$ cat src/hw/rtl/mua_pkg.sv
// ----------------------------------------------------------------------------
// mua_pkg: shared constants for the minutes-until-alarm block
// Field widths, calendar constants and the month-length lookup.
// ----------------------------------------------------------------------------
`default_nettype none

package mua_pkg;

  // Request field widths
  localparam int YEAR_W   = 12;
  localparam int MONTH_W  = 4;
  localparam int DAY_W    = 5;
  localparam int HOUR_W   = 5;
  localparam int MINUTE_W = 6;
  localparam int RESULT_W = 20;

  // Calendar constants
  localparam int MINS_PER_HOUR = 60;
  localparam int MINS_PER_DAY  = 1440;
  localparam int LAST_MONTH    = 12;
  localparam logic [RESULT_W-1:0] OUT_MAX = '1;

  // Month counter runs one past the last month of the 4-bit field
  localparam int MON_CNT_W = MONTH_W + 1;

  // Days in a month; years with year mod 4 == 0 are leap years.
  // Codes outside January..December count as 30 days.
  function automatic logic [DAY_W-1:0] days_in_month(
    input logic [MON_CNT_W-1:0] m,
    input logic [1:0]           year_lo
  );
    logic [DAY_W-1:0] d;
    begin
      unique case (m)
        5'd1, 5'd3, 5'd5, 5'd7, 5'd8, 5'd10, 5'd12: d = 5'd31;
        5'd2:    d = (year_lo == 2'd0) ? 5'd29 : 5'd28;
        default: d = 5'd30;
      endcase
      return d;
    end
  endfunction

endpackage

`default_nettype wire

$ cat src/hw/rtl/minutes_until_alarm_top.sv
// Sequence: S_IDLE latches the request, S_LOAD forms the time-of-day difference
// and the first day count, S_SUM adds whole months (switching to next year's months
// when the count rolls over), S_SCALE scales days to minutes, S_FINAL loads the result.
// Flow: one request at a time; the next request is taken once the result is loaded
// into the output register, while the result may still wait there.
// Reset: synchronous, active high; clears the sequencer and the output valid.
// ----------------------------------------------------------------------------
// minutes_until_alarm_top: minutes from the current date/time to an alarm
// Walks the months between now and the alarm with one day accumulator, then
// scales the day count to minutes and saturates to the 20-bit result.
// ----------------------------------------------------------------------------
`default_nettype none

module minutes_until_alarm_top
  import mua_pkg::*;
(
  input  wire logic                clk,
  input  wire logic                rst,
  input  wire logic                in_valid,
  output logic                     in_ready,
  input  wire logic [YEAR_W-1:0]   now_year,
  input  wire logic [MONTH_W-1:0]  now_month,
  input  wire logic [DAY_W-1:0]    now_day,
  input  wire logic [HOUR_W-1:0]   now_hour,
  input  wire logic [MINUTE_W-1:0] now_minute,
  input  wire logic [MONTH_W-1:0]  target_month,
  input  wire logic [DAY_W-1:0]    target_day,
  input  wire logic [HOUR_W-1:0]   target_hour,
  input  wire logic [MINUTE_W-1:0] target_minute,
  output logic                     out_valid,
  input  wire logic                out_ready,
  output logic [RESULT_W-1:0]      minutes_until
);

  typedef enum logic [2:0] {
    S_IDLE,
    S_LOAD,
    S_SUM,
    S_SCALE,
    S_FINAL
  } state_t;

  localparam int DAYS_W  = 12;  // signed day count
  localparam int MINS_W  = 12;  // time of day in minutes
  localparam int DIFF_W  = MINS_W + 1;
  localparam int PROD_W  = 24;
  localparam int TOTAL_W = PROD_W + 1;

  state_t state;

  // Latched request
  logic [1:0]          yr_lo;
  logic [MONTH_W-1:0]  cm;
  logic [DAY_W-1:0]    cd;
  logic [HOUR_W-1:0]   ch;
  logic [MINUTE_W-1:0] cmin;
  logic [MONTH_W-1:0]  tm;
  logic [DAY_W-1:0]    td;
  logic [HOUR_W-1:0]   th;
  logic [MINUTE_W-1:0] tmin;

  // Working registers
  logic                    roll;   // alarm rolls into next year
  logic                    wrap;   // now walking next year's months
  logic [MON_CNT_W-1:0]    mon;
  logic signed [DAYS_W-1:0]  days;
  logic signed [DIFF_W-1:0]  diff;
  logic signed [PROD_W-1:0]  prod;

  // Combinational helpers
  logic [MINS_W-1:0]         now_mins;
  logic [MINS_W-1:0]         tgt_mins;
  logic signed [DAYS_W-1:0]  head_days;
  logic signed [DAYS_W-1:0]  span_days;
  logic                      same_day_later;
  logic [1:0]                sum_year;
  logic                      sum_first_year;
  logic [MON_CNT_W-1:0]      sum_limit;
  logic signed [DAYS_W-1:0]  days_add;
  logic signed [PROD_W-1:0]  prod_next;
  logic signed [TOTAL_W-1:0] total;
  logic [RESULT_W-1:0]       result_next;

  assign in_ready = (state == S_IDLE);

  // Time of day in minutes and the day count before any whole months
  always_comb begin
    now_mins  = MINS_W'(ch) * MINS_W'(MINS_PER_HOUR) + MINS_W'(cmin);
    tgt_mins  = MINS_W'(th) * MINS_W'(MINS_PER_HOUR) + MINS_W'(tmin);
    head_days = $signed(DAYS_W'(days_in_month({1'b0, cm}, yr_lo)))
              - $signed(DAYS_W'(cd)) + $signed(DAYS_W'(td));
    span_days = $signed(DAYS_W'(td)) - $signed(DAYS_W'(cd));
    same_day_later = (th > ch) || ((th == ch) && (tmin > cmin));
  end

  // Shared day adder: one month length per cycle
  always_comb begin
    sum_first_year = roll && !wrap;
    sum_year  = wrap ? (yr_lo + 2'd1) : yr_lo;
    sum_limit = sum_first_year ? MON_CNT_W'(LAST_MONTH) : ({1'b0, tm} - MON_CNT_W'(1));
    days_add  = days + $signed(DAYS_W'(days_in_month(mon, sum_year)));
  end

  // Scale to minutes, add the time-of-day difference, saturate
  always_comb begin
    prod_next = $signed({{(PROD_W-DAYS_W){days[DAYS_W-1]}}, days})
              * $signed(PROD_W'(MINS_PER_DAY));
    total = $signed({prod[PROD_W-1], prod})
          + $signed({{(TOTAL_W-DIFF_W){diff[DIFF_W-1]}}, diff});
    if (total[TOTAL_W-1]) begin
      result_next = '0;
    end else if (total[TOTAL_W-2:RESULT_W] != '0) begin
      result_next = OUT_MAX;
    end else begin
      result_next = total[RESULT_W-1:0];
    end
  end

  // Sequencer and output register
  always_ff @(posedge clk) begin
    if (rst) begin
      state     <= S_IDLE;
      out_valid <= 1'b0;
    end else begin
      // Drop the result once taken, unless a new one loads this cycle
      if (out_valid && out_ready && (state != S_FINAL)) begin
        out_valid <= 1'b0;
      end
      unique case (state)
        S_IDLE: begin
          if (in_valid) begin
            yr_lo <= now_year[1:0];
            cm    <= now_month;
            cd    <= now_day;
            ch    <= now_hour;
            cmin  <= now_minute;
            tm    <= target_month;
            td    <= target_day;
            th    <= target_hour;
            tmin  <= target_minute;
            state <= S_LOAD;
          end
        end
        S_LOAD: begin
          diff <= $signed({1'b0, tgt_mins}) - $signed({1'b0, now_mins});
          wrap <= 1'b0;
          mon  <= {1'b0, cm} + MON_CNT_W'(1);
          priority if (cm < tm) begin
            roll  <= 1'b0;
            days  <= head_days;
            state <= S_SUM;
          end else if ((cm == tm) && (td > cd)) begin
            roll  <= 1'b0;
            days  <= span_days;
            state <= S_SCALE;
          end else if ((cm == tm) && (td == cd) && same_day_later) begin
            roll  <= 1'b0;
            days  <= '0;
            state <= S_SCALE;
          end else begin
            roll  <= 1'b1;
            days  <= head_days;
            state <= S_SUM;
          end
        end
        S_SUM: begin
          // Add months up to the limit, then switch to next year or finish
          if ((tm != '0 || sum_first_year) && mon <= sum_limit) begin
            days <= days_add;
            mon  <= mon + MON_CNT_W'(1);
          end else if (sum_first_year) begin
            wrap <= 1'b1;
            mon  <= MON_CNT_W'(1);
          end else begin
            state <= S_SCALE;
          end
        end
        S_SCALE: begin
          prod  <= prod_next;
          state <= S_FINAL;
        end
        S_FINAL: begin
          // Hold until the output register is free
          if (!out_valid || out_ready) begin
            minutes_until <= result_next;
            out_valid     <= 1'b1;
            state         <= S_IDLE;
          end
        end
        default: begin
          state <= S_IDLE;
        end
      endcase
    end
  end

endmodule

`default_nettype wire

$ cat config.mk
export PLATFORM = sky130hd
export DESIGN_NAME = minutes_until_alarm_top
export DESIGN_NICKNAME = d
export VERILOG_FILES = /design/src/hw/rtl/mua_pkg.sv /design/src/hw/rtl/minutes_until_alarm_top.sv
export SDC_FILE = /design/constraint.sdc
export NUM_CORES = 1
export LEC_CHECK = 0
export BUFFER_PORTS_ARGS = -buffer_cell sky130_fd_sc_hd__buf_2
export CORE_ASPECT_RATIO = 1.5
export CORE_MARGIN = 3
export CORE_UTILIZATION = 24
export CTS_BUF_LIST = sky130_fd_sc_hd__clkbuf_4 sky130_fd_sc_hd__clkbuf_8
export CTS_CLUSTER_SIZE = 40
export DETAILED_ROUTE_END_ITERATION = 7
export PLACE_DENSITY_LB_ADDON = 0.2
export SYNTH_ARGS = -nofsm -noshare
export SYNTH_HDL_FRONTEND = slang
export SYNTH_SLANG_ARGS = --single-unit
$ cat constraint.sdc
create_clock -name clk -period 7.6 [get_ports clk]
set_input_delay 1.52 -clock clk [delete_from_list [all_inputs] [get_ports clk]]
set_output_delay 1.52 -clock clk [all_outputs]
set_load 0.01 [all_outputs]
# [Word-level counts from Yosys, hierarchy flattened]
# Cells that the tools add are included.
[op_classes] addsub=12 multipliers=3 magnitude_cmp=5 eq_ne=31 muxes=30 n_bitwise=1 n_reduce_logical=30
[op_table] op="2-to-1 mux 12 bit" n=4
[op_table] op="adder 24 x 13 -> 25 bit" n=1
[op_table] op="adder 11 x 6 -> 12 bit" n=2
[op_table] op="case mux 12 bit (2 select lines)" n=1
[op_table] op="2-to-1 mux 20 bit" n=1
[op_table] op="multiplier 12 x 7 -> 19 bit, second input constant" n=1
[op_table] op="multiplier 5 x 4 -> 9 bit, second input constant" n=2
[op_table] op="== test 5 x 4 -> 1 bit, second input constant" n=3
[op_table] op="2-to-1 mux 5 bit" n=3
[op_table] op="case mux 3 bit (5 select lines)" n=1
[op_table] op="OR reduction 7 bit" n=2
[op_table] op="subtractor 12 x 12 -> 13 bit" n=1
[op_table] op="adder 12 x 6 -> 12 bit" n=1
[op_table] op="== test 4 bit, second input constant" n=3
[op_table] op="2-to-1 mux 3 bit" n=4
[op_table] op="inequality test 2 bit, second input constant" n=6
[op_table] op="AND reduction 3 bit" n=4
[op_table] op="subtractor 5 x 5 -> 6 bit" n=2
[op_table] op="2-to-1 mux 1 bit" n=11
[op_table] op="== test 5 x 2 -> 1 bit, second input constant" n=2
[op_table] op="== test 5 x 3 -> 1 bit, second input constant" n=2
[op_table] op="== test 5 bit" n=2
[op_table] op="> comparator 5 bit" n=2
[op_table] op="case mux 5 bit (2 select lines)" n=1
[op_table] op="31 further kinds" n=50
[totals] reg_bits=117 input_bits=56 out_inout_bits=22 elab_cells=130

# [Depth between registers and ports, before layout]
# Gate-level depths: netlist (run 1).
[depth] word_depth=9 mapped_depth=19 ltp_nobuf=19

# [Worst setup path before layout (run 1)]
# OpenSTA, ideal clock, no wires.
[synth_timing] path_kind="reg-to-reg" start="reg ch[0]" end="reg diff[10] (data pin)" setup_ns=0.260 arrival_ns=4.251 t_required_ns=7.340 slack_ns=3.090 path_stages_with_launch=17 n_path_buf=0 synth_period_minus_slack_ns=4.510 path_cell_list="edfxtp_1 > fa_1 > fa_1 > inv_1 > fa_1 > fa_1 > inv_1 > fa_1 > inv_1 > ha_1 > o21ai_0 > a21boi_0 > o21ai_0 > a21boi_0 > o21ai_0 > nand2b_1 > xor2_1"
[synth_between] elab_chain_len=3
[synth_rtl] element="from (decl)" line_no="minutes_until_alarm_top.sv:55" rtl="logic [HOUR_W-1:0] ch;"
[synth_rtl] element="from (signal assigned)" line_no="minutes_until_alarm_top.sv:135" rtl="ch <= now_hour;"
[synth_rtl] element="multiplier 5 x 4 -> 9 bit" line_no="minutes_until_alarm_top.sv:88" rtl="now_mins = MINS_W'(ch) * MINS_W'(MINS_PER_HOUR) + MINS_W'(cmin);"
[synth_rtl] element="adder 11 x 6 -> 12 bit" line_no="minutes_until_alarm_top.sv:88"
[synth_rtl] element="subtractor 12 x 12 -> 13 bit" line_no="minutes_until_alarm_top.sv:145" rtl="diff <= $signed({1'b0, tgt_mins}) - $signed({1'b0, now_mins});"
[synth_rtl] element="to (signal assigned)" line_no="minutes_until_alarm_top.sv:145"
[synth_rtl] element="to (decl)" line_no="minutes_until_alarm_top.sv:67" rtl="logic signed [DIFF_W-1:0] diff;"
# No other way between the ends.
# A chain may end at the register's enable or synchronous reset.

# [Final worst setup path (run 1)]
[layout_timing] start="reg ch[0]" end="reg diff[12] (data pin)"
# The elaborated chain is that of the path after synthesis.

==> results list, run 1 <==
- Status: finished clean
* Height of the die: 253 um
- Mean number of vias per cell: 4.19
* Most common library cells after synthesis: sky130_fd_sc_hd__inv_1 (176), sky130_fd_sc_hd__ha_1 (154), sky130_fd_sc_hd__edfxtp_1 (113)
- Data arrives at the worst endpoint at 5.05 ns.
- For this run, the slowest stage of the critical path takes 0.55 ns.
- Cell area after layout: 11100 um^2
* Fin nets: 1277
* Number of endpoints with negative hold slack in the final report: 0
- Of the total power, the clock network draws 16.4%.
* GRT Max-Usage Layer: met2
* Count of input and output buffers: 67
- Die ar.: 43300 um^2
- Lkg Pwr: 5.00 nW
- Clock tree from TritonCTS: yes
* Buffer count from post-CTS setup fixing: 0
- Buffers inserted to repair hold after CTS numbered 0.
- Dpl hpwl: 16300 um
- Clock latency of the later-clocked register in the worst-skew pair: 0.48 ns
- For this run, the total global-route usage over all layers was measured as 9.71%.
- Clock-pin slew was measured on the worst setup and hold paths at 0.08 ns.
- Endpoint class of the critical path: flop
- Area of the core region: 40200 um^2
- The die is 171 um wide.
* Cell with the most instances on the worst path: sky130_fd_sc_hd__fa_1
* Routed WL: 19700 um
- Final GP Congestion: 0.773
- Via count of the first global-routing pass: 6802
* Via count: 6450
* Critical-path cell list: fa_1 > fa_1 > inv_1 > fa_1 > fa_1 > inv_1 > fa_1 > inv_1 > ha_1 > o21ai_0 > a21boi_0 > o21ai_0 > a21boi_0 > o21ai_0 > nand2b_1 > a31oi_1
- Warnings, synthesis: 0
- Met2 global-route usage: 18.2%
- For the pin with the worst max-slew slack, the measured transition is 0.949 ns.
* Slowest stage cell, crit path: sky130_fd_sc_hd__fa_1
* Critical-path maximum fanout: 4
* Fraction of power consumed by sequential logic: 27.8%
* Number of clock sinks: 117
- Share of final-layout standard cells stronger than drive strength 1: 11.6%
- Layout overhead on the synthesized area: 13.6%
- Counting the buffers created by CTS gives 17.
* Final period utilization: 63.6%
- Once placement completed, the tool counted placed cells totaling 1506.
- Largest area contributor in the synthesized netlist: sky130_fd_sc_hd__edfxtp_1
* Power share of the combinational group: 55.8%
- Dividing the synthesized area by the synthesized cell count gives 10.4 um^2.
- After technology mapping, the gate count stands at 938.
- Leftover overflow at the end of global routing: 0
- Fmax: 207 MHz
* Final worst clock skew: 0.0122 ns
- The tool flagged a number of max-cap violations equal to 0.
* Slew Viols, Final: 0
- Worst hold margin: 0.563 ns
* Remaining number of nets flagged by the antenna check after routing: 0
- Internal power: 0.00209 W
- Placed cell areas: 10700 um^2
- Post-Synthesis Net Count: 1196
- Post-layout minimum cycle time: 4.84 ns
* Total iterations of the first detailed-routing run: 4
* Post-route insts no fill: 1539
* Flops & latches, synth: 117
* Register-to-Register Setup Slack: 2.76 ns
* Power dissipated by switching net loads: 0.00139 W
- Combined area of all synthesized cells: 9780 um^2
* CTS-repair resized insts: 0
- H-Tree Level Count: 4
- In this run, synthesis inferred 113 flip-flops with an integrated enable.
- DRC violation count after routing: 0
- CP Data Required Time: 7.81 ns
- Top-level I/O count: 78
- Share of flip-flops with an asynchronous set or reset: 0%
- In the global route stage, met1 resource usage came out at 10.5%.
- Synthesis instantiated 54 different standard cells from the library.
- Dividing the detail-routed wire length by the instance count gives 12.8 um.
- Switching portion of total power: 40.0%
- Nature of the critical path startpoint: flop
* Bufs on Longest Clock Path: 2
- Buffer cell driving the clock tree root: sky130_fd_sc_hd__clkbuf_8
- Most frequent cell after synthesis: sky130_fd_sc_hd__inv_1
- Worst vdd ir: 0.000129 V
- For this design the ratio of total power to cell area is 313 nW/um^2.
- For this block, the initial DRC count from the detailed router was 203.
- Measured against its own limit, the worst slew margin works out to 36.7%.
* Setup repair after global routing missed its margin: no
- For this run, the leading register cell type out of synthesis is sky130_fd_sc_hd__edfxtp_1.
- The initial utilization of the core area, before any placement, comes to 24.3%.
- After filler insertion, the fill cell instance count of the layout stands at 4195.
- The top cell type by area accounts for 34.7% of the synthesized area.
* Final setup viols: 0
* Pin count of the biggest net entering global routing: 43
* Sum of negative setup slack: 0 ns
* M3 GR Usage: 1.67%
* Util after Layout: 27.7%
- The number of antenna violations at the first check in global routing came to 1.
- Worst setup path category: flop to flop
- After floorplanning, the core was divided into 90 placement rows.
* Wire length of the first global-routing pass: 32900 um
- Type of the most critical hold path: flop to flop
- By area the synthesized netlist is led by sky130_fd_sc_hd__edfxtp_1 (35%), sky130_fd_sc_hd__ha_1 (20%), sky130_fd_sc_hd__fa_1 (9.8%).
- After synthesis, flip-flops and latches occupy 35.5% of the total area.
-- flip-flops by register name, indices dropped and copies added (netlist names), 2 cells and up --
register / count
days: 12
ch: 5
cm: 4
mon: 5
th: 5
yr_lo: 2
td: 5
state: 3
cd: 5
diff: 13
minutes_until: 20
prod: 19
tmin: 6
cmin: 6
tm: 4
-- area by class of cell --
type | count | area, um^2 | area share, %
timing repair buffer | 71 | 365 | 3.29
antenna | 1 | 2.50 | 0.0225
tap | 506 | 633 | 5.69
multi-input combinational | 636 | 5600 | 50.4
clock inverter | 10 | 108 | 0.968
clock buffer | 22 | 272 | 2.44
inverter | 176 | 661 | 5.94
sequential | 117 | 3470 | 31.2
-- cell families (layout without fill, tap and decap cells) --
| group | Yosys count | count (layout) | share of synthesized area, % |
|---|---|---|---|
| buffers and inverters | 185 | 279 | 7.28 |
| xor gates and xnor gates | 69 | 69 | 6.18 |
| AOI/OAI and AO/OA | 195 | 195 | 12.6 |
| DFF | 117 | 117 | 35.5 |
| and+or+nand+nor | 167 | 167 | 8.66 |
| muxes | 3 | 3 | 0.307 |
| adders and majority gates | 202 | 202 | 29.5 |
| other | 0 | 1 | 0 |
-- metrics by stage --
stage / power, W / setup slack [ns]
2_1_floorplan: 0.00257 / 3.09
3_3_place_gp: 0.00295 / 2.79
3_5_place_dp: 0.00296 / 2.74
4_1_cts: 0.00356 / 2.73
5_1_grt: 0.00388 / 2.42
6_report: 0.00348 / 2.76
-- power groups by stage --
| stage | Clock [W] | Sequential (W) | Combinational (W) |
|---|---|---|---|
| 6_report | 0.000571 | 0.000968 | 0.00194 |
| 5_1_grt | 0.000628 | 0.000979 | 0.00228 |
| 4_1_cts | 0.000601 | 0.000972 | 0.00198 |
| 3_5_place_dp | 0 | 0.000986 | 0.00197 |
| 3_3_place_gp | 0 | 0.000986 | 0.00197 |
| 2_1_floorplan | 0 | 0.000958 | 0.00161 |
-- path summary, 6_finish.rpt --
check,end,start,cells past startpoint
max,diff[12],ch[0],16
min,state[2],state[2],2
max reg2reg,diff[12],ch[0],16
min reg2reg,state[2],state[2],2
-- metal layers --
metal  wire, um  up-vias
met5          0        -
met3        434       19
met4        476        0
met1       8280     2988
li1           -     3374
met2      10500       69
-- worst max-delay path: cells and delay by family, from the launching register on --
family          cells  cell delay (ns)
buf+inv             3             0.16
compound gates      6             0.99
fa+ha+maj           6             2.86
flops               1             0.47
simple gates        1             0.11
-- cells in the final DEF, fill, tap and decap left out, types with 7 or more instances in the layout --
| cell | Yosys | routed |
|---|---|---|
| sky130_fd_sc_hd__inv_1 | 176 | 176 |
| sky130_fd_sc_hd__ha_1 | 154 | 154 |
| sky130_fd_sc_hd__edfxtp_1 | 113 | 113 |
| sky130_fd_sc_hd__a21oi_1 | 85 | 85 |
| sky130_fd_sc_hd__buf_2 | 2 | 67 |
| sky130_fd_sc_hd__fa_1 | 48 | 48 |
| sky130_fd_sc_hd__xnor2_1 | 40 | 40 |
| sky130_fd_sc_hd__nor2_1 | 36 | 36 |
| sky130_fd_sc_hd__nand2_1 | 33 | 33 |
| sky130_fd_sc_hd__xor2_1 | 29 | 29 |
| sky130_fd_sc_hd__o21ai_0 | 26 | 26 |
| sky130_fd_sc_hd__a21o_1 | 23 | 23 |
| sky130_fd_sc_hd__nand3_1 | 18 | 18 |
| sky130_fd_sc_hd__clkbuf_8 | 0 | 17 |
| sky130_fd_sc_hd__nor3_1 | 16 | 15 |
| sky130_fd_sc_hd__nor2b_1 | 15 | 15 |
| sky130_fd_sc_hd__nand2b_1 | 12 | 12 |
| sky130_fd_sc_hd__o21a_1 | 10 | 10 |
| sky130_fd_sc_hd__o21bai_1 | 7 | 7 |
| sky130_fd_sc_hd__or2_2 | 7 | 7 |
| sky130_fd_sc_hd__a211oi_1 | 7 | 7 |
Note: power is estimated with default switching activity, not from simulation.
==> inputs of run 2 (changes only) <==
--- a/config.mk
+++ b/config.mk
@@ -5,6 +5,7 @@
 export SDC_FILE = /design/constraint.sdc
 export NUM_CORES = 1
 export LEC_CHECK = 0
+export ABC_AREA = 1
 export BUFFER_PORTS_ARGS = -buffer_cell sky130_fd_sc_hd__buf_2
 export CORE_ASPECT_RATIO = 1.5
 export CORE_MARGIN = 3
==> constraint.sdc (replaced) <==
create_clock -name clk -period 4.55 [get_ports clk]
set_input_delay 0.91 -clock clk [delete_from_list [all_inputs] [get_ports clk]]
set_output_delay 0.91 -clock clk [all_outputs]
set_load 0.01 [all_outputs]
==> results list, run 2 <==
- For the worst setup path, the data arrival time is 4.64 ns.
* Critical-path cell list: fa_1 > fa_1 > inv_1 > fa_1 > fa_1 > inv_2 > fa_1 > inv_2 > ha_4 > a21oi_2 > nand2_1 > nand2_1 > nand2_1 > a21oi_2 > o21bai_1 > nand2_1 > a21o_1 > nand2_1
- Most frequent cell after synthesis: sky130_fd_sc_hd__inv_1
- The synthesized design spends more area on one cell type than any other, namely sky130_fd_sc_hd__edfxtp_1.
- The largest individual stage delay along the critical path comes from the cell sky130_fd_sc_hd__fa_1.
- Final period utilization: 97.0%
- Setup repair after global routing missed its margin: yes
* Area fraction of the dominant cell type after synthesis: 33.6%
- Reg2reg end: diff[10]
- The via count of the first global-routing pass was 7861.
* Routed WL: 21700 um
- By count the netlist is led by sky130_fd_sc_hd__inv_1 (234), sky130_fd_sc_hd__nand2_1 (194), sky130_fd_sc_hd__ha_1 (154).
- For this design the ratio of total power to cell area is 582 nW/um^2.
- DRC violation count after routing: 0
* Hold Buf Count CTS: 0
- In the final layout, the registers with the most flip-flops are minutes_until: 20 flops, prod: 19 flops, diff: 13 flops.
- Via count: 7241
- Layout overhead on the synthesized area: 17.7%
- Highest cell delay on the worst timing path: 0.54 ns
* Post-Syn Instances: 1106
- For this block, the initial DRC count from the detailed router was 231.
* Slew Viols, Final: 0
* Number of cell instances on the worst register-to-register path: 18
- Row generation in the floorplan step produced 91 rows.
- Dividing the detail-routed via count by the number of cells gives 4.04.
- Buffers placed on the I/O ports in this run total 67.
* Routed length per instance: 12.1 um
- After routing the design area is 11900 um^2.
- Switching portion of total power: 43.3%
- Type of the most critical hold path: flop to flop
- Setup violations remaining at the end of the flow were counted as 0.
- In the global route stage, overall resource usage came out at 10.3%.
- The run finished with clean final reports.
- The cell sitting at the root of the clock tree is a sky130_fd_sc_hd__clkbuf_8.
* Die ar.: 44700 um^2
* Fin nets: 1477
- CP endpoint: diff[10]
* Internal power: 0.00393 W
- Critical-path maximum fanout: 4
* Share of final-layout standard cells stronger than drive strength 1: 14.6%
- Flip-flop and latch area: 3470 um^2
- Nature of the critical path startpoint: flop
- Once placement finished, the instance area stood at 11300 um^2.
- Bufs on Longest Clock Path: 2
- During I/O placement, the number of pins put on the boundary was 78.
- For this run, the leading register cell type out of synthesis is sky130_fd_sc_hd__edfxtp_1.
- Util after Layout: 28.8%
- Summed over all nets, the switching power comes to 0.00300 W.
- Met1 demand-to-capacity share in global routing: 11.4%
- The first TritonRoute pass finished after 6 iterations.
* Top reg by flops: minutes_until
- M3 GR Usage: 1.85%
* Largest cells by area after synthesis: sky130_fd_sc_hd__edfxtp_1 (34%), sky130_fd_sc_hd__ha_1 (19%), sky130_fd_sc_hd__fa_1 (9.5%)
* Wire length of the first global-routing pass: 37400 um
- The design draws 0.00693 W.
- Worst setup path category: flop to flop
* Number of endpoints with negative hold slack in the final report: 0
- Based on the critical path, the design can be clocked at up to 227 MHz.
- For this design, the sink count on the clock tree is 117.
- The number of antenna violations at the first check in global routing came to 1.
* Lkg Pwr: 5.62 nW
- CP Data Required Time: 4.78 ns
* Count of buffering cells on the critical path with inverters included: 3
* Leftover overflow at the end of global routing: 0
- Largest delay contributor family on the critical path: adder cells
- Height of the die: 257 um
- Area of the core region: 41300 um^2
- Entering global routing, the biggest net connects 25 pins.
- The mapped netlist covers 10100 um^2.
- Fraction of power consumed by sequential logic: 23.5%
* Startpoint of the most critical register-to-register path: ch[1]
- Final worst clock skew: 0.0146 ns
- The HPWL after detailed placement is 18200 um.
* Post-Synthesis Net Count: 1364
- Flops & latches, synth: 117
- Across all register-to-register paths, the minimum setup slack is 0.14 ns.
- Sum of negative setup slack: 0 ns
* Clock latency of the later-clocked register in the worst-skew pair: 0.47 ns
- Sequential element share of the synthesized area: 34.4%
- The clock period could shrink to 4.41 ns.
- The Yosys step of the flow raised 0 warnings.
* Critical Path Source: ch[1]
* Power share of the combinational group: 62.1%
- Worst hold margin: 0.566 ns
- Number of gates on the worst path with buffers counted: 18
* Clock-pin slew reported for the worst setup and hold paths after clock tree synthesis: 0.09 ns
- TritonCTS buffer count: 17
- Yosys mapped a number of flops with a built-in enable equal to 113.
- Met2 global-route usage: 19.7%
- Transition time of the tightest slew-check pin: 1.02 ns
- Final GP Congestion: 0.794
* Share of flip-flops with an asynchronous set or reset: 0%
* Clock tree from TritonCTS: yes
* Synthesized area per cell: 9.14 um^2
- Highest-count cells in the layout ignoring fill and taps: sky130_fd_sc_hd__inv_1 (230), sky130_fd_sc_hd__nand2_1 (194), sky130_fd_sc_hd__ha_1 (146), sky130_fd_sc_hd__edfxtp_1 (113), sky130_fd_sc_hd__a21oi_1 (70)
* Die Wd: 174 um
- Initial cell density of the core: 24.5%
- Remaining number of nets flagged by the antenna check after routing: 0
- Max-cap violations in this run came to 0.
* H-Tree Level Count: 4
- Summing all multi-input logic gate instances after layout gives 5870 um^2.
- After filler insertion, the fill cell instance count of the layout stands at 4482.
- The worst setup path is captured at a flop.
- GRT Max-Usage Layer: met2
- The worst pin sits at a relative slew slack of 31.8%.
* Flip-flop count of the largest register, all copies and words added: 20
- Worst hold path cell count: 2
* Worst vdd ir: 0.000293 V
- The clock network is responsible for 14.4% of the overall power.
- Most frequent standard cell in the layout excluding fill and tap cells: sky130_fd_sc_hd__inv_1
- Unique masters post-synth: 41
-- run 2: worst reg2reg max path: stages, from the launching register on --
cell                       delay [ns]
sky130_fd_sc_hd__edfxtp_1        0.43
sky130_fd_sc_hd__fa_1            0.51
sky130_fd_sc_hd__fa_1            0.52
sky130_fd_sc_hd__inv_1           0.05
sky130_fd_sc_hd__fa_1            0.45
sky130_fd_sc_hd__fa_1            0.51
sky130_fd_sc_hd__inv_2           0.04
sky130_fd_sc_hd__fa_1            0.54
sky130_fd_sc_hd__inv_2           0.05
sky130_fd_sc_hd__ha_4            0.25
sky130_fd_sc_hd__a21oi_2         0.15
sky130_fd_sc_hd__nand2_1         0.08
sky130_fd_sc_hd__nand2_1         0.06
sky130_fd_sc_hd__nand2_1         0.06
sky130_fd_sc_hd__a21oi_2         0.15
sky130_fd_sc_hd__o21bai_1        0.09
sky130_fd_sc_hd__nand2_1         0.08
sky130_fd_sc_hd__a21o_1          0.11
sky130_fd_sc_hd__nand2_1         0.04
-- run 2: timing repair --
action,in CTS,in global routing
endpoints found under the hold margin,0,0
setup buffers,0,5
setup endpoints to repair,2,6
gates resized for setup,2,23
pin swaps,0,5
gates cloned,0,0
-- run 2: final cells by class --
| cell class | instances | share of cell area, % |
|---|---|---|
| Antenna cell | 1 | 0.0210 |
| Clock buffer | 18 | 2.03 |
| Clock inverter | 14 | 1.28 |
| Inverter | 234 | 7.38 |
| Multi-Input combinational cell | 748 | 49.3 |
| Sequential cell | 117 | 29.2 |
| Tap cell | 558 | 5.87 |
| Timing Repair Buffer | 101 | 4.96 |
-- run 2: worst min-delay path by stage --
stage                  startpoint  endpoint  slack, ns
floorplan                state[1]  state[2]       0.51
global placement         state[1]  state[2]       0.54
detailed placement       state[1]  state[2]       0.55
CTS                 target_day[3]     td[3]       0.56
global route           now_day[3]     cd[3]       0.56
finish                   state[1]  state[2]       0.57
-- run 2: power groups by stage --
stage / clock network, W / registers [W] / logic, W
after floorplan: 0 / 0.00162 / 0.00300
after global placement: 0 / 0.00166 / 0.00399
after detailed placement: 0 / 0.00166 / 0.00400
after CTS: 0.00104 / 0.00163 / 0.00405
after global routing: 0.00109 / 0.00165 / 0.00504
final: 0.000999 / 0.00163 / 0.00430
-- run 2: through the flow --
step	setup slack [ns]	cells
floorplan	0.0882	1106
global placement	-0.0152	1753
detailed placement	-0.0329	1753
CTS	-0.00539	1785
global route	-0.0476	1791
finish	0.136	1791
-- run 2: cells by family (layout without fill, tap and decap cells) --
| kind of cell | count (synthesis) | count (layout) | share of synthesized area, % |
|---|---|---|---|
| fa+ha+maj | 202 | 202 | 28.6 |
| simple gates | 338 | 338 | 14.2 |
| buf+inv | 241 | 367 | 9.12 |
| compound gates | 140 | 140 | 7.87 |
| other cells | 0 | 1 | 0 |
| flops | 117 | 117 | 34.4 |
| xor+xnor | 68 | 68 | 5.89 |
-- run 2: metal layers --
metal | routed length (um) | vias up
met3 | 645 | 15
li1 | - | 3821
met5 | 0 | -
met2 | 11500 | 76
met4 | 320 | 0
met1 | 9230 | 3329
==> inputs of run 3 (changes only) <==
--- a/config.mk
+++ b/config.mk
@@ -9,7 +9,7 @@
 export BUFFER_PORTS_ARGS = -buffer_cell sky130_fd_sc_hd__buf_2
 export CORE_ASPECT_RATIO = 1.5
 export CORE_MARGIN = 3
-export CORE_UTILIZATION = 24
+export CORE_UTILIZATION = 52
 export CTS_BUF_LIST = sky130_fd_sc_hd__clkbuf_4 sky130_fd_sc_hd__clkbuf_8
 export CTS_CLUSTER_SIZE = 40
 export DETAILED_ROUTE_END_ITERATION = 7
==> results list, run 3 (synthesis gave the netlist of run 2 again) <==
- Status: finished clean
- Via count of the first global-routing pass: 7468
- Initial cell density of the core: 53.6%
- Dividing the final minimum period by the clock period gives 99.2%.
* Highest cell delay on the worst timing path: 0.58 ns
- The die covers 21200 um^2.
- Cell area power density: 601 nW/um^2
* Die Wd: 120 um
- Largest delay contributor family on the critical path: adder cells
- Clock-pin slew reported for the worst setup and hold paths after clock tree synthesis: 0.07 ns
* TritonCTS buffer count: 17
- The slowest stage of the critical path is the sky130_fd_sc_hd__fa_1 cell.
- After detailed routing, the average wire length per cell comes to 13.0 um.
- Clock tree from TritonCTS: yes
- Buffer cell driving the clock tree root: sky130_fd_sc_hd__clkbuf_8
- Worst hold margin: 0.572 ns
- Setup violations remaining at the end of the flow were counted as 0.
- At the end of the flow the core is filled with cells to 60.8%.
- The completed layout was analyzed and its total power is 0.00688 W.
- For this block, the via count after detailed routing is 7434.
- The number of antenna violations at the first check in global routing came to 0.
* Registers with the most flip-flops: minutes_until: 20 flops, prod: 19 flops, diff: 13 flops
* Slew Viols, Final: 0
- DRC violation count after routing: 0
* Count of buffering cells on the critical path with inverters included: 3
* Routed WL: 19100 um
* Layout overhead on the synthesized area: 13.3%
- In this design, the critical path's most frequently occurring cell is sky130_fd_sc_hd__fa_1.
- The worst setup path is captured at a flop.
- Dividing the detail-routed via count by the number of cells gives 5.04.
- Bufs on Longest Clock Path: 2
- Cells with a size suffix above 1 make up 14.0% of the layout.
* Most frequent standard cell in the layout excluding fill and tap cells: sky130_fd_sc_hd__inv_1
- STA classifies the critical path startpoint as a flop.
- For the worst-skew pair, the clock arrives at the later sink with an insertion delay of 0.43 ns.
- At the worst endpoint, the arrival time is 4.71 ns.
- Top reg by flops: minutes_until
- Critical-path maximum fanout: 4
- Initial detailed-routing violation count: 309
- The count of final hold-check violations is 0.
- Number of clock sinks: 117
- During I/O placement, the number of pins put on the boundary was 78.
- In this run the cell area measured after placement is 10900 um^2.
- Flip-flop count of the largest register, all copies and words added: 20
- Transition time of the tightest slew-check pin: 1.16 ns
* Fin nets: 1468
- At the worst endpoint, the required time is 4.74 ns.
* Leftover overflow at the end of global routing: 0
- Cell area after layout: 11500 um^2
* Final GP Congestion: 0.881
* FP Rows: 61
* Pin count of the biggest net entering global routing: 43
* Hold Buf Count CTS: 0
- Highest-count cells in the layout ignoring fill and taps: sky130_fd_sc_hd__inv_1 (229), sky130_fd_sc_hd__nand2_1 (192), sky130_fd_sc_hd__ha_1 (149), sky130_fd_sc_hd__edfxtp_1 (113), sky130_fd_sc_hd__a21oi_1 (69)
* Worst setup path category: flop to flop
- Global routing used 18.8% of the available tracks.
* Number of filler cells placed in the layout: 1626
* Area of the core region: 18900 um^2
- Antenna cells: 0
- Total of max-cap violations: 0
* Dpl hpwl: 15800 um
- Buffers placed on the I/O ports in this run total 67.
* H-Tree Level Count: 4
- Fmax: 222 MHz
* Critical-path cell list: fa_1 > fa_1 > inv_1 > fa_1 > fa_1 > inv_2 > fa_1 > inv_2 > ha_4 > a21oi_4 > nand2_2 > nand2_1 > nand2_1 > a21oi_2 > o21bai_1 > nand2_1 > a21o_1 > nand2_1
- Relative slew margins: 22.4%
- Remaining number of nets flagged by the antenna check after routing: 0
* Wire length of the first global-routing pass: 32100 um
- Setup repair after global routing missed its margin: yes
* Lkg Pwr: 5.59 nW
- Final worst clock skew: 0.00860 ns
- The floorplan step set the die height to 177 um.
- The first detailed-routing pass ran for 4 iterations.
- Type of the most critical hold path: flop to flop
* Post-layout minimum cycle time: 4.51 ns
- Worst vdd ir: 0.000363 V
==> run 3: tightest hold or removal path, cell delays in order (launching register included) <==
cell,delay (ns)
sky130_fd_sc_hd__dfxtp_1,0.34
sky130_fd_sc_hd__nand3_1,0.11
sky130_fd_sc_hd__a21oi_1,0.07
==> run 3: through the flow <==
step	setup slack, ns	instances	setup TNS [ns]
final	0.0366	1475	0
after global routing	-0.141	1475	-0.346
after CTS	0.00366	1469	0
after detailed placement	-0.0611	1436	-0.0611
after global placement	0.0100	1436	0
after floorplan	0.0882	1106	0
==> run 3: power by group <==
group / internal, W / switching, W / total (W)
clock: 0.000584 / 0.000406 / 0.000989
combinational: 0.00181 / 0.00246 / 0.00426
sequential: 0.00154 / 0.0000922 / 0.00163
total: 0.00393 / 0.00296 / 0.00688
==> run 3: worst paths after layout <==
| check | startpoint | endpoint | slack (ns) | depth (start not counted) |
|---|---|---|---|---|
| min reg2reg | state[1] | state[2] | 0.57 | 2 |
| min | state[1] | state[2] | 0.57 | 2 |
| max reg2reg | ch[0] | diff[10] | 0.04 | 18 |
| max | ch[0] | diff[10] | 0.04 | 18 |
==> run 3: final cells by class <==
class                           instances  area, um^2  area share [%]
Inverter                              234         878            7.67
Tap cell                              252         315            2.75
Timing Repair Buffer                   92         523            4.56
Multi-Input combinational cell        748        5850            51.1
Sequential cell                       117        3470            30.3
Clock inverter                         10         130            1.14
Clock buffer                           22         284            2.48
==> run 3: per-layer routing <==
| metal | share of wire [%] | wire, um | GRT usage (%) | up-vias |
|---|---|---|---|---|
| met5 | 0 | 0 | 0 | - |
| met3 | 3.1 | 587 | 2.69 | 38 |
| met1 | 39 | 7440 | 19.6 | 3458 |
| met4 | 2.8 | 533 | 8.07 | 0 |
| li1 | - | - | - | 3816 |
| met2 | 55 | 10600 | 37.1 | 122 |
==> run 3: what timing repair did <==
| item | 4_1_cts | 5_1_grt |
|---|---|---|
| pin swaps | 1 | 14 |
| buffers inserted | 1 | 6 |
| resized for setup | 3 | 28 |
| setup endpoints to repair | 1 | 5 |
| endpoints found under the hold margin | 0 | 0 |
